File: src/rtl/core/ths_pkg.sv
// ----------------------------------------------------------------------------
// ths_pkg
// Shared types, codes and sizes for the text body height selector.
// ----------------------------------------------------------------------------
package ths_pkg;

   // Geometry and limits
   localparam int MAX_ROWS     = 1024;
   localparam int MAX_COLS     = 4096;
   localparam int MAX_SEGMENTS = 256;

   localparam int COL_W   = 12;
   localparam int ROW_W   = $clog2(MAX_ROWS);
   localparam int ROWS_W  = $clog2(MAX_ROWS + 1);
   localparam int CNT_W   = $clog2(MAX_SEGMENTS + 2);
   localparam int HSUM_W  = 18;
   localparam int LTOT_W  = 20;
   localparam int PROD_W  = ROW_W + COL_W;
   localparam int WSUM_W  = 31;
   localparam int QUO_W   = WSUM_W;
   localparam int DVS_W   = LTOT_W;
   localparam int DIV_STEPS   = QUO_W;
   localparam int DIV_CNT_W   = $clog2(DIV_STEPS + 1);

   // Histogram and window scan
   localparam int HIST_W      = 9;
   localparam int HIST_SAT    = (1 << HIST_W) - 1;
   localparam int WIN_BEFORE  = 5;
   localparam int WIN_AFTER   = 4;
   localparam int WIN_LEN     = WIN_BEFORE + WIN_AFTER + 1;
   localparam int WIN_SUM_W   = $clog2(WIN_LEN * HIST_SAT + 1);
   localparam int SWEEP_END   = MAX_ROWS + WIN_AFTER;
   localparam int SWEEP_W     = $clog2(SWEEP_END + 1);

   localparam int MEAN_BONUS  = 5;

   // Configuration and result fields
   localparam int MODE_W      = 3;
   localparam int IMG_W       = 11;
   localparam int CSR_DATA_W  = 11;
   localparam int CSR_IDX_W   = 1;
   localparam int HEIGHT_W    = 11;
   localparam int STS_W       = 2;

   localparam logic [CSR_IDX_W-1:0] CSR_NORM_MODE  = 1'b0;
   localparam logic [CSR_IDX_W-1:0] CSR_IMAGE_ROWS = 1'b1;

   localparam logic [MODE_W-1:0] MODE_WMEAN      = 3'd1;
   localparam logic [MODE_W-1:0] MODE_MAX        = 3'd2;
   localparam logic [MODE_W-1:0] MODE_SECOND     = 3'd3;
   localparam logic [MODE_W-1:0] MODE_MEAN_BONUS = 3'd4;
   localparam logic [MODE_W-1:0] MODE_MEAN       = 3'd5;
   localparam logic [MODE_W-1:0] MODE_WINDOW     = 3'd6;

   localparam logic [MODE_W-1:0] RESET_MODE = MODE_MEAN;
   localparam logic [IMG_W-1:0]  RESET_ROWS = 11'd256;

   localparam logic [STS_W-1:0] STS_OK        = 2'd0;
   localparam logic [STS_W-1:0] STS_NO_LENGTH = 2'd1;
   localparam logic [STS_W-1:0] STS_BAD_MODE  = 2'd2;
   localparam logic [STS_W-1:0] STS_OVERFLOW  = 2'd3;

   typedef enum logic [2:0] {
      ST_CLEAR,
      ST_IDLE,
      ST_UPDATE,
      ST_FINISH,
      ST_DIV,
      ST_SWEEP,
      ST_DONE
   } ths_state_type;

   // Controller to datapath
   typedef struct packed {
      logic take;
      logic commit;
      logic finish;
      logic div_start;
      logic sweep_run;
      logic load_out;
   } ths_cmd_type;

   // Datapath to controller
   typedef struct packed {
      logic last;
      logic need_div;
      logic div_busy;
      logic sweep_done;
      logic out_free;
   } ths_sts_type;

endpackage

File: src/rtl/core/ths_ctrl.sv
// ----------------------------------------------------------------------------
// ths_ctrl
// Sequencer: request intake, line-end division, histogram sweep, result load.
// ----------------------------------------------------------------------------
module ths_ctrl
   import ths_pkg::*;
(
   input  logic        clock,
   input  logic        reset,
   input  logic        req_valid,
   output logic        req_stall,
   input  ths_sts_type sts,
   output ths_cmd_type cmd
);

   ths_state_type state_ff, state_in;

   always_ff @(posedge clock) begin
      if (reset) begin
         state_ff <= ST_CLEAR;
      end else begin
         state_ff <= state_in;
      end
   end

   always_comb begin
      state_in  = state_ff;
      cmd       = '0;
      req_stall = 1'b1;
      unique case (state_ff)
         ST_CLEAR: begin
            cmd.sweep_run = 1'b1;
            if (sts.sweep_done) begin
               state_in = ST_IDLE;
            end
         end
         ST_IDLE: begin
            req_stall = 1'b0;
            if (req_valid) begin
               cmd.take = 1'b1;
               state_in = ST_UPDATE;
            end
         end
         ST_UPDATE: begin
            cmd.commit = 1'b1;
            state_in   = sts.last ? ST_FINISH : ST_IDLE;
         end
         ST_FINISH: begin
            cmd.finish = 1'b1;
            if (sts.need_div) begin
               cmd.div_start = 1'b1;
               state_in      = ST_DIV;
            end else begin
               state_in = ST_SWEEP;
            end
         end
         ST_DIV: begin
            if (!sts.div_busy) begin
               state_in = ST_SWEEP;
            end
         end
         ST_SWEEP: begin
            cmd.sweep_run = 1'b1;
            if (sts.sweep_done) begin
               state_in = ST_DONE;
            end
         end
         ST_DONE: begin
            // hold until the result register is free
            if (sts.out_free) begin
               cmd.load_out = 1'b1;
               state_in     = ST_IDLE;
            end
         end
         default: state_in = ST_CLEAR;
      endcase
   end

endmodule

File: config.mk
export PLATFORM = sky130hd
export DESIGN_NAME = ths_ctrl
export DESIGN_NICKNAME = d
export VERILOG_FILES = /design/src/rtl/core/ths_pkg.sv /design/src/rtl/core/ths_ctrl.sv
export SDC_FILE = /design/constraint.sdc
export NUM_CORES = 1
export LEC_CHECK = 0
export ABC_AREA = 0
export BUFFER_PORTS_ARGS = -buffer_cell sky130_fd_sc_hd__buf_2
export CORE_AREA = 2 2 39 41
export DETAILED_ROUTE_END_ITERATION = 12
export DIE_AREA = 0 0 41 43
export GPL_TIMING_DRIVEN = 0
export HOLD_SLACK_MARGIN = 0.12
export PLACE_DENSITY = 0.55
export SYNTH_ARGS = -nofsm -noshare
export SYNTH_HDL_FRONTEND = slang
export SYNTH_SLANG_ARGS = --single-unit
File: constraint.sdc
create_clock -name clock -period 3 [get_ports clock]
set_input_delay 0.15 -clock clock [delete_from_list [all_inputs] [get_ports clock]]
set_output_delay 0.15 -clock clock [all_outputs]
set_load 0.005 [all_outputs]
* After elaboration in Yosys (flattened, before gate mapping)
Cells that the tools add are included.
** Operators by class
- Eq/ne operators :: 11
- Muxes and demuxes :: 17
- Reductions and logical operators :: 3
** Operator list (number)
- 3-bit case mux with 7 select lines :: 1
- 3-bit two-way mux :: 5
- 2-bit != test (second input constant) :: 5
- 3-bit == test (second input constant) :: 3
- 1-bit two-way mux :: 9
- 3-bit by 2-bit == test with 1-bit output (second input constant) :: 2
- 5-bit AND reduction :: 1
- 2-bit two-way mux :: 2
- 3-bit by 1-bit == test with 1-bit output (second input constant) :: 1
- 3-bit logical NOT :: 1
- 2-bit OR reduction :: 1
** Word-level totals
- Flip-flop bits (word level) :: 3
- Input port bits :: 8
- Output and inout port bits :: 7
- Word-level logic and storage cells :: 32

* Logic depth before layout (Yosys ltp)
Gate-level depths: netlist of run 1.
- Word-level depth :: 3
- Depth in mapped cells :: 5
- Depth with buffers taken out :: 4

* Least setup slack after synthesis of run 1
Ideal clock, no wire load.
- Path kind :: flip-flop to flip-flop
- Start :: register state_ff[1]
- End :: register state_ff[1]
- Library setup time :: 84 ps
- Arrival :: 1110 ps
- Data required time :: 2916 ps
- Slack :: 1806 ps
- Cell stages (with the launch flop) :: 6
- Buffers on the path :: 1
- Clock period less this slack :: 1194 ps
- Cell sequence :: dfxtp_1 -> buf_6 -> and4bb_4 -> a211oi_2 -> nand2_1 -> o31ai_2
** On the way
- Word-level cells in the longest chain between the ends :: 3
- Elaborated cells between the ends (all ways) :: 14
- Those cells by class :: eq/ne: 11; mux: 1; reduce/logical: 2
** RTL lines
- start, declared :: line ths_ctrl.sv:16 : ths_state_type state_ff, state_in;
- start signal, assigned :: line ths_ctrl.sv:22 : state_ff <= state_in;
- 3-bit == test, or another cell as far along :: line ths_ctrl.sv:30 : unique case (state_ff)
- 2-bit != test (no line)
- 5-bit AND reduction (no line)
Several ways; a longest one is shown, not always the timed one.
A chain may end at the register's enable or synchronous reset.

==> results.md, run 1 <==
- The maximum number of pins on one net before global-route repair is 11.
- The buffer cell driving the clock tree root is clkbuf_4.
- Setup violations remaining at the end of the flow were counted as 0.
- The floorplan step defined a die boundary enclosing approximately 1800 um^2.
- The register with the most flip-flops in the layout has 3 of them.
- In the final routed layout, each cell accounts on average for between 9 and 10 um.
- The number of buffers added by the clock tree synthesis step is 3.
- The post-synthesis cell area is 293 um^2.
- The critical path goes through buf_6, nand2_1, nor2_1, and2_1, buf_2.
- After synthesis, the netlist uses 22 different library cells.
- The number of placement rows is 14.
- The final max-slew violation count was 0.
- The total of flip-flops plus latches after synthesis is 3.
- 0 antenna diodes ended up in the layout.
- The CTS clock-pin slew for the worst setup and hold paths is around 0.040 ns.
- For the worst setup path, the data arrival time is 1.21 ns.
- The region available for standard cell placement spans around 1400 um^2.
- Buffers placed on the I/O ports in this run total 14.
- The number of global-route vias before repair is between 200 and 300.
- The delay of the slowest critical-path stage is roughly 0.34 ns.
- Counting every instance in the synthesized netlist gives 33.
- The TritonCTS clock tree is yes.
- After synthesis, the cell types taking the most area are dfxtp_1 21%, buf_6 12%, nor2_1 6.4%.
- For this block, the initial DRC count from the detailed router was 5.
- After detailed routing, the number of remaining DRC violations is 0.
- The fraction of registers with async set or reset after synthesis is 0.
- Counting along the longest clock path gives a buffer depth of 2.
- The number of antenna violations at the first check in global routing is 0.
- The number of gates resized after CTS was 0.
- For the worst setup path, the data required time is roughly 2.9 ns.
- The largest fanout on the critical path is 10.
- Counting flops with a built-in enable in the synthesized netlist gives 0.
- Routability-driven placement finished with a final weighted congestion of roughly 0.68.
- Setup repair after global routing left no endpoint under its margin.
- After detailed routing, the number of vias per cell comes to between 4 and 5.
- The clock skew after layout is between 0.0015 and 0.002 ns.
- Together, buffers and inverters on the worst path number 2.
- The share of layout cells above drive strength 1 is 0.471.
- The leading area contributor after synthesis is dfxtp_1.
- The die outline height is between 40 and 50 um.
- The overall track demand over capacity in global routing is 0.0913.
- The post-route clock period utilization is 0.454.
- The layout net count is 60.
- Of the post-synthesis cell area, the dominant cell type holds 0.205.
- More flip-flops sit in one register than any other, and that register is state_ff.
- The first global-routing pass estimated ~1000 um of wire.
- The number of vias in the routed layout is around 290.
- The worst IR drop on VDD is slightly above 0.0001 V.
- The number of nets in the synthesized netlist is 41.
- After clock tree synthesis, the setup repair step added 0 buffers.
- Global routing finished with a remaining overflow of 0.
- For this configuration, the core starts out at a cell density of 0.212.
- The worst-case hold slack is between 0.1 and 0.15 ns.
- Measured along the x axis, the die boundary spans a little over 40 um.
- After detailed routing, the total wire length is about 640 um.
- The sum of negative setup slack is 0 ns.
- The per-instance average area after synthesis is between 8 and 9 um^2.
- The first detailed-routing pass ran for 4 iterations.
- The kind of critical path is reg2out.
- Counting I/O delays and the setup requirement, the final critical path takes around 1.4 ns.
- The hold violation count in the final report is 0.
- After routing the design area is between 400 and 500 um^2.
- In this run the number of H-tree levels came out at 1.
- The analysis attributes to cell leakage a power of slightly above 0.2 nW.
- The sequential share of the synthesized area is 0.205.
- The filler cells instantiated in the layout total 156.
- The slew at the pin closest to its max-slew limit is around 0.25 ns.
- The leading register cell type out of synthesis is dfxtp_1.
- For the worst-skew pair, the clock arrives at the later sink with an insertion delay of about 0.23 ns.
- The maximum frequency from static timing analysis is about 0.73 GHz.
- The remaining antenna violation count after routing is 0.
- The flow ran to the end, and the final reports show no timing, DRC or antenna violations.
- The cell with the most instances after synthesis is nor2_1.
- The wire-length estimate of the detail-placed layout is roughly 480 um.
- The signed area change from the synthesized netlist to the final layout is 39.7%.
- In this design, the largest share of critical-path delay is due to simple AND/OR/NAND/NOR gates.
- The max-cap check violation count is 0.
- The count of synthesis-stage warnings from yosys is 0.
- The relative slew slack is 0.835.
- The type of element capturing the critical path is a primary output.
- Pin placement for this block handled 15 I/O pins.
- The power per unit of standard cell area is 453 nW/um^2.
- The number of hold-repair buffers added at the cts stage is 0.
- The kind of launch point of the worst setup path is a register.
- The count of clock tree sinks is 3.
- In this run the cell area measured after placement is approximately 380 um^2.
- In the synthesized netlist, the cells that appear most often are 5 x nor2_1, 3 x a21oi_1, 3 x buf_6, 3 x dfxtp_1, 2 x nand2_1.
- For this design, the slowest cell found on the critical path is dfxtp_1.
- The class of the most critical hold timing path is in2reg.
- In the final layout, the registers with the most flip-flops are state_ff (3).
[layout by cell type (no fill, tap or decap), drive strengths merged]
cell type	n
nand2	2
clkbuf	4
buf	17
nor3b	1
inv	1
nand4bb	1
mux2i	1
a211oi	1
nand2b	1
nor3	1
and2	1
nor2	5
o31ai	1
and4bb	2
dfxtp	3
and4b	1
xor2	1
and2b	1
a21oi	3
or2b	1
o21ai	1
o311a	1
[cells by family after synthesis]
group	count (synthesis)	share of synthesized area
xor gates and xnor gates	1	0.0299
buffers and inverters	4	0.128
muxes	1	0.0342
and+or+nand+nor	17	0.415
DFF	3	0.205
AOI/OAI and AO/OA	7	0.188
[cell type report]
type	count	area, um^2	share of cell area
sequential	3	60.1	0.147
buffer	3	33.8	0.0826
timing repair buffer	14	70.1	0.171
tap	16	20.0	0.0489
multi-input combinational	26	195	0.477
inverter	1	3.75	0.00917
clock buffer	4	26.3	0.0642
[report_power, final]
part / total [mW] / internal (mW) / switching (mW)
registers: 0.0472 / 0.0445 / 0.00269
clock network: 0.0707 / 0.0498 / 0.0209
logic: 0.0673 / 0.0353 / 0.0320
[path summary, 6_finish.rpt]
kind / depth (start not counted) / to / startpoint / slack, ns
max reg2reg: 5 / state_ff[1]$_SDFFE_PP0P_ / state_ff[1]$_SDFFE_PP0P_ / 1.73
max: 5 / cmd[2] / state_ff[0]$_SDFFE_PP0P_ / 1.64
min: 2 / state_ff[2]$_SDFFE_PP0P_ / reset / 0.14
min reg2reg: 3 / state_ff[2]$_SDFFE_PP0P_ / state_ff[2]$_SDFFE_PP0P_ / 0.65
[routing by layer]
metal | wire, um | global-route usage | vias up
li1 | - | - | 153
met1 | 247 | 0.109 | 134
met3 | 28 | 0.0314 | 0
met5 | 0 | 0 | -
met4 | 0 | 0.0800 | 0
met2 | 359 | 0.122 | 5
[per-stage QoR]
stage / cells / setup slack, ns / power, mW / util
6_report: 67 / 1.64 / 0.185 / 0.296
5_1_grt: 67 / 1.52 / 0.204 / 0.296
4_1_cts: 67 / 1.62 / 0.190 / 0.296
3_5_place_dp: 63 / 1.74 / 0.116 / 0.277
3_3_place_gp: 63 / 1.73 / 0.116 / 0.277
2_1_floorplan: 33 / 1.81 / 0.0949 / -
No activity file was read; power rests on OpenSTA's default activity.
==> inputs of run 2 (changes only) <==
==> constraint.sdc (replaced) <==
create_clock -name clock -period 1.3 [get_ports clock]
set_input_delay 0.065 -clock clock [delete_from_list [all_inputs] [get_ports clock]]
set_output_delay 0.065 -clock clock [all_outputs]
set_load 0.005 [all_outputs]
==> results.md, run 2 (same netlist as run 1, synthesis figures left out) <==
- The kind of launch point of the worst setup path was a register (unchanged).
- The timing startpoint of the critical path was state_ff[0]$_SDFFE_PP0P_ (unchanged).
- The relative slew slack is 0.849 (was 0.835).
- The area of the die came to 1760 um^2 (unchanged).
- The number of flip-flops under the largest register name is 3 (unchanged).
- The area of all placed cells without fillers is 462 um^2 (was 409 um^2).
- The most frequent standard cell in the layout excluding fill and tap cells is buf_2 (unchanged).
- The combined flip-flop and latch cell area is 61.3 um^2 (was 60.1 um^2).
- The routability congestion estimate from global placement is 0.683 (unchanged).
- The layout net count is 65 (was 60).
- The cell type of the slowest stage on the worst timing path is dfxtp_2 (was dfxtp_1).
- The first-pass GRT wire length is 1050 um (was 1040 um).
- The cell depth of the worst flop-to-flop path is 5 (unchanged).
- The number of DRC markers in iteration 0 is 3 (was 5).
- The TritonCTS clock tree is yes (unchanged).
- The antenna cell count is 0 (unchanged).
- The setup slack of the worst register-to-register path is 0.05 ns (was 1.73 ns).
- The signed area change from the synthesized netlist to the final layout is 57.7% (was 39.7%).
- The maximum number of pins on one net before global-route repair is 11 (unchanged).
- The number of antenna violations at the first check in global routing is 0 (unchanged).
- The total placed instance area came to 383 um^2 (unchanged).
- The largest fanout on the critical path is 6 (was 10).
- The minimum setup slack in the final design was 0.0454 ns (was 1.64 ns).
- The sum of routed wire length over all layers came to 743 um (was 636 um).
- The number of vias in the routed layout is 319 (was 292).
- The CTS clock-pin slew for the worst setup and hold paths was 0.04 ns (about the same).
- The buffer cell driving the clock tree root is clkbuf_4 (unchanged).
- The critical path required time is 1.46 ns (was 2.85 ns).
- The number of filler cells placed in the layout came to 155 (was 156).
- The cell leakage power came to 0.227 nW (was 0.202 nW).
- The global route total overflow was 0 (unchanged).
- The number of global-route vias before repair was 275 (was 272).
- The data arrival time of the critical path is 1.41 ns (was 1.21 ns).
- The remaining antenna violation count after routing was 0 (unchanged).
- The initial core utilization was 0.212 (unchanged).
- The maximum frequency from static timing analysis is 0.797 GHz.
- Critical path cell sequence: buf_6, mux2i_2, a211oi_4, nand2_1, o31ai_2 (was buf_6, nand2_1, nor2_1, and2_1, buf_2).
- The post-placement setup slack is 0.0375 ns (was 1.74 ns).
- The worst IR drop on VDD was 0.000299 V (was 0.000104 V).
- The post-route clock period utilization is 0.965.
- The hold violation count in the final report is 0 (unchanged).
- Setup repair after global routing missed its margin: yes (was no).
- Status: finished clean (unchanged).
- The met3 usage is 0.0314 (unchanged).
- The width of the die is 41 um (unchanged).
- The die outline height is 43 um (unchanged).
- The worst reg2reg path startpoint was state_ff[0]$_SDFFE_PP0P_ (was state_ff[1]$_SDFFE_PP0P_).
- The delay of the slowest critical-path stage was 0.32 ns (was 0.34 ns).
- The combined area of the multi-input logic cells is 209 um^2 (was 195 um^2).
- The count of clock tree sinks was 3 (unchanged).
- The sum of net half-perimeters after detailed placement is 484 um (unchanged).
- The max-cap check violation count is 0 (unchanged).
- The number of DRC violations after detailed routing came to 0 (unchanged).
- The number of detailed-routing iterations run before antenna repair is 2 (was 4).
- The register name with the most flops is state_ff (unchanged).
- The number of placement rows is 14 (unchanged).
- Highest-count cells in the layout ignoring fill and taps: 14 x buf_2, 4 x nor2_1 (was 14 x buf_2, 5 x nor2_1).
- The layer with the highest usage is met2 (unchanged).
- The met2 routing resource usage after global routing is 0.122 (unchanged).
- The number of buffers added by the clock tree synthesis step is 3 (unchanged).
- The worst-case hold slack is 0.149 ns (was 0.139 ns).
- Subtracting the final worst setup slack from the clock period gives roughly 1.3 ns.
- The core footprint is 1380 um^2 (unchanged).
- The overall track demand over capacity in global routing is 0.0923 (was 0.0913).
- The per-cell routed wire length is 10.3 um (was 9.49 um).
- The worst setup path endpoint is state_ff[1]$_SDFFE_PP0P_ (was cmd[2]).
- The buffer levels on the longest clock path is 2 (unchanged).
- The class of the most critical hold timing path is in2reg (unchanged).
- The number of top-level design ports is 15 (unchanged).
- The type of element capturing the critical path is a register (was primary output).
- The vias per cell is 4.43 (was 4.36).
- Largest registers: state_ff (3) (unchanged).
- The number of input and output port buffers inserted is 14 (unchanged).
- The met1 track utilization from global routing was 0.112 (was 0.109).
- The worst reg2reg path endpoint is state_ff[1]$_SDFFE_PP0P_ (unchanged).
- The number of H-tree branching levels is 1 (unchanged).
- The power per unit of standard cell area is 1040 nW/um^2 (was 453 nW/um^2).
- The kind of critical path is reg2reg (was reg2out).
- The worst-skew pair later-pin latency is 0.24 ns (was 0.23 ns).
- The count of endpoints failing setup in the final report was 0 (unchanged).
- The clock skew after layout is 0.000160 ns (was 0.00199 ns).
- The share of layout cells above drive strength 1 is 0.554 (was 0.471).
- The final max-slew violation count is 0 (unchanged).
- The slew at the pin closest to its max-slew limit was 0.223 ns (was 0.247 ns).
-- run 2: worst min-delay path by stage --
| stage | startpoint | depth (start not counted) | end | slack, ns |
|---|---|---|---|---|
| 5_1_grt | sts[3] | 3 | state_ff[0]$_SDFFE_PP0P_ | 0.17 |
| 2_1_floorplan | reset | 1 | state_ff[2]$_SDFFE_PP0P_ | 0.14 |
| 3_3_place_gp | reset | 2 | state_ff[2]$_SDFFE_PP0P_ | 0.29 |
| 6_report | sts[4] | 3 | state_ff[1]$_SDFFE_PP0P_ | 0.15 |
| 3_5_place_dp | reset | 2 | state_ff[2]$_SDFFE_PP0P_ | 0.30 |
| 4_1_cts | sts[4] | 3 | state_ff[1]$_SDFFE_PP0P_ | 0.15 |
-- run 2: critical path, delay by kind of cell (launching register included) --
| kind | cells | cell delay [ns] |
|---|---|---|
| AOI/OAI and AO/OA | 2 | 0.48 |
| and+or+nand+nor | 1 | 0.09 |
| muxes | 1 | 0.16 |
| buffers and inverters | 1 | 0.13 |
| DFF | 1 | 0.32 |
-- run 2: timing repair --
item / in CTS / in global routing
hold buffers: 1 / 0
resized for setup: 0 / 4
setup buffers: 0 / 4
setup endpoints to repair: 0 / 3
endpoints found under the hold margin: 3 / 0
-- run 2: per-stage QoR --
| step | TNS [ns] | cells | power, mW | util |
|---|---|---|---|---|
| after global placement | 0 | 63 | 0.267 | 0.277 |
| after global routing | -0.0337 | 72 | 0.516 | 0.334 |
| final | 0 | 72 | 0.480 | 0.334 |
| after CTS | 0 | 68 | 0.442 | 0.303 |
| after detailed placement | 0 | 63 | 0.268 | 0.277 |
| after floorplan | 0 | 33 | 0.219 | - |
-- run 2: metal layers --
layer	up-vias	routed length, um
li1	161	-
met1	148	331
met2	8	361
met3	2	34
met4	0	14
met5	-	0
-- run 2: area by class of cell --
type | count | share of cell area
plain buffers | 3 | 0.0732
clock buffers | 4 | 0.0569
inverters | 1 | 0.00813
multi-input cells | 26 | 0.453
flip-flops and latches | 3 | 0.133
well taps | 16 | 0.0434
repair buffers | 19 | 0.233
-- run 2: report_power, final --
part | switching [mW] | internal, mW | total [mW]
clock | 0.0548 | 0.115 | 0.170
combinational | 0.0883 | 0.111 | 0.200
sequential | 0.00622 | 0.104 | 0.110
==> inputs of run 3 (changes only) <==
--- a/config.mk
+++ b/config.mk
@@ -7,12 +7,14 @@
 export LEC_CHECK = 0
 export ABC_AREA = 0
 export BUFFER_PORTS_ARGS = -buffer_cell sky130_fd_sc_hd__buf_2
+export CELL_PAD_IN_SITES_DETAIL_PLACEMENT = 1
+export CELL_PAD_IN_SITES_GLOBAL_PLACEMENT = 1
 export CORE_AREA = 2 2 39 41
 export DETAILED_ROUTE_END_ITERATION = 12
 export DIE_AREA = 0 0 41 43
 export GPL_TIMING_DRIVEN = 0
 export HOLD_SLACK_MARGIN = 0.12
-export PLACE_DENSITY = 0.55
+export PLACE_DENSITY = 0.68
 export SYNTH_ARGS = -nofsm -noshare
 export SYNTH_HDL_FRONTEND = slang
 export SYNTH_SLANG_ARGS = --single-unit
==> results.md, run 3 (same netlist as run 1, synthesis figures left out) <==
- The number of buffers added by the clock tree synthesis step is 3 (unchanged).
- The instance count after placement with tap cells included was 63 (unchanged).
- Largest registers: state_ff (3) (unchanged).
- Highest-count cells in the layout ignoring fill and taps: 14 x buf_2, 5 x buf_6, 4 x nor2_1, 4 x buf_4, 3 x clkbuf_4 (was 14 x buf_2, 4 x nor2_1).
- The number of vias in the routed layout is 337 (was 319).
- The type of element capturing the critical path is a primary output (was register).
- The number of placement rows is 14 (unchanged).
- The number of H-tree branching levels is 1 (unchanged).
- The sum of routed wire length over all layers is 933 um (was 743 um).
- The final reports fail on setup timing.
- The clock network fraction of design power is 0.320 (was 0.355).
- The sum of negative setup slack is -0.0433 ns (was 0 ns).
- The TritonCTS clock tree is yes (unchanged).
- The kind of critical path was reg2out (was reg2reg).
- The worst-case hold slack is 0.148 ns (was 0.149 ns).
- The register name with the most flops is state_ff (unchanged).
- The number of DRC markers in iteration 0 is 0 (was 3).
- The class of the most critical hold timing path is in2reg (unchanged).
- The buffer cell driving the clock tree root was clkbuf_4 (unchanged).
- The number of detailed-routing iterations run before antenna repair is 1 (was 2).
- The number of antenna violations at the first check in global routing is 0 (unchanged).
- The minimum setup slack in the final design is -0.0398 ns (was 0.0454 ns).
- The cell leakage power is 0.239 nW (was 0.227 nW).
- The largest fanout on the critical path is 6 (unchanged).
- The antenna cell count is 0 (unchanged).
- The core footprint is 1380 um^2 (unchanged).
- The area of the die is 1760 um^2 (unchanged).
- The post-layout instance count excluding filler cells was 74 (was 72).
- The number of flip-flops under the largest register name is 3 (unchanged).
- The switching power as a share of total power is 0.310 (was 0.311).
- The power per unit of standard cell area is 1050 nW/um^2 (was 1040 nW/um^2).
- The number of input and output port buffers inserted is 14 (unchanged).
- The CTS clock-pin slew for the worst setup and hold paths is 0.04 ns (about the same).
- The signed area change from the synthesized netlist to the final layout is 69.7% (was 57.7%).
- The vias per cell is 4.55 (was 4.43).
- The first-pass GRT wire length was 1350 um (was 1050 um).
- The width of the die is 41 um (unchanged).
- The data arrival time of the critical path is 1.27 ns (was 1.41 ns).
- The count of clock tree sinks is 3 (unchanged).
- The final critical path time including I/O delays and setup is 1.34 ns (was 1.25 ns).
- The die outline height is 43 um (unchanged).
- The worst-skew pair later-pin latency is 0.24 ns (about the same).
- The remaining antenna violation count after routing is 0 (unchanged).
- The clock skew after layout was 0.00236 ns (was 0.000160 ns).
- The cell depth of the worst flop-to-flop path is 6 (was 5).
- The kind of launch point of the worst setup path is a register (unchanged).
- The critical path required time is 1.24 ns (was 1.46 ns).
- The initial core utilization is 0.212 (unchanged).
- The power spent charging and discharging nets is 162 uW (was 149 uW).
- The max-cap check violation count was 0 (unchanged).
- The hold violation count in the final report was 0 (unchanged).
- The post-route clock period utilization is 1.03 (was 0.965).
- The per-cell routed wire length is 12.6 um (was 10.3 um).
- Setup repair after global routing missed its margin: yes (unchanged).
- The buffer levels on the longest clock path is 2 (unchanged).
- The total placed instance area is 383 um^2 (unchanged).
- The setup slack of the worst register-to-register path is 0 ns (was 0.05 ns).
- The overall track demand over capacity in global routing was 0.113 (was 0.0923).
- The worst IR drop on VDD was 0.000415 V (was 0.000299 V).
- The slew at the pin closest to its max-slew limit is 0.228 ns (was 0.223 ns).
- The relative slew slack is 0.845 (was 0.849).
- The maximum number of pins on one net before global-route repair is 11 (unchanged).
- The final max-slew violation count is 0 (unchanged).
- The area of all placed cells without fillers was 497 um^2 (was 462 um^2).
- The number of DRC violations after detailed routing is 0 (unchanged).
- Status: finished with violations (was finished clean).
- The sum of net half-perimeters after detailed placement is 556 um (was 484 um).
- The maximum frequency from static timing analysis is 0.746 GHz (was 0.797 GHz).
- The hold-critical path depth is 3 (unchanged).
- The core occupancy in the finished layout is 0.359 (was 0.334).
- The routability congestion estimate from global placement is 0.677 (was 0.683).
- The layout net count is 67 (was 65).
- The count of endpoints failing setup in the final report came to 2 (was 0).
- The sequential cell fraction of total power is 0.211 (was 0.229).
- The internal portion of total power is 359 uW (was 331 uW).
- The number of filler cells placed in the layout came to 177 (was 155).
- The number of global-route vias before repair is 337 (was 275).
- The most frequent standard cell in the layout excluding fill and tap cells is buf_2 (unchanged).
- The global route total overflow came to 0 (unchanged).
- The number of top-level design ports was 15 (unchanged).
- The combinational share of power is 0.470 (was 0.416).
- The share of layout cells above drive strength 1 is 0.586 (was 0.554).
## run 3: repair_timing
action,4_1_cts,5_1_grt
pin swaps,0,5
endpoints found under the setup margin,2,4
hold endpoints to repair,3,0
hold buffers,1,0
buffers inserted,0,7
resized for setup,2,6
## run 3: area by class of cell
class	instances	area (um^2)	share of cell area
clock buffer	4	26.3	0.0529
multi-input combinational	26	219	0.441
tap	16	20.0	0.0403
inverter	1	3.75	0.00756
buffer	3	33.8	0.0680
timing repair buffer	21	133	0.267
sequential	3	61.3	0.123
## run 3: final timing paths
check | start | endpoint
worst max-delay path | state_ff[0]$_SDFFE_PP0P_ | cmd[4]
worst min register to register | state_ff[2]$_SDFFE_PP0P_ | state_ff[2]$_SDFFE_PP0P_
worst max register to register | state_ff[0]$_SDFFE_PP0P_ | state_ff[1]$_SDFFE_PP0P_
worst min-delay path | sts[3] | state_ff[0]$_SDFFE_PP0P_
## run 3: per-layer routing
metal	GRT usage	wire [um]	up-vias
met2	0.181	547	12
met4	0.0800	21	0
met1	0.129	325	157
met5	0	0	-
li1	-	-	166
met3	0.0157	38	2
## run 3: worst max-delay path, cell delays in order (launching register included)
cell and delay (ns):
dfxtp_2 0.31, buf_6 0.13, buf_6 0.11, buf_6 0.11
nor3b_4 0.22, buf_2 0.15
## run 3: per-stage QoR
stage	power (mW)	worst slack (ns)
4_1_cts	0.453	-0.0221
2_1_floorplan	0.219	0.106
3_5_place_dp	0.270	-0.0325
5_1_grt	0.551	-0.0958
3_3_place_gp	0.268	0.00616
6_report	0.521	-0.0398
## run 3: power by group through the flow
stage / sequential, mW / clock [mW] / combinational (mW)
finish: 0.110 / 0.166 / 0.245
global route: 0.110 / 0.176 / 0.265
CTS: 0.109 / 0.172 / 0.172
detailed placement: 0.111 / 0 / 0.160
global placement: 0.110 / 0 / 0.158
floorplan: 0.109 / 0 / 0.110
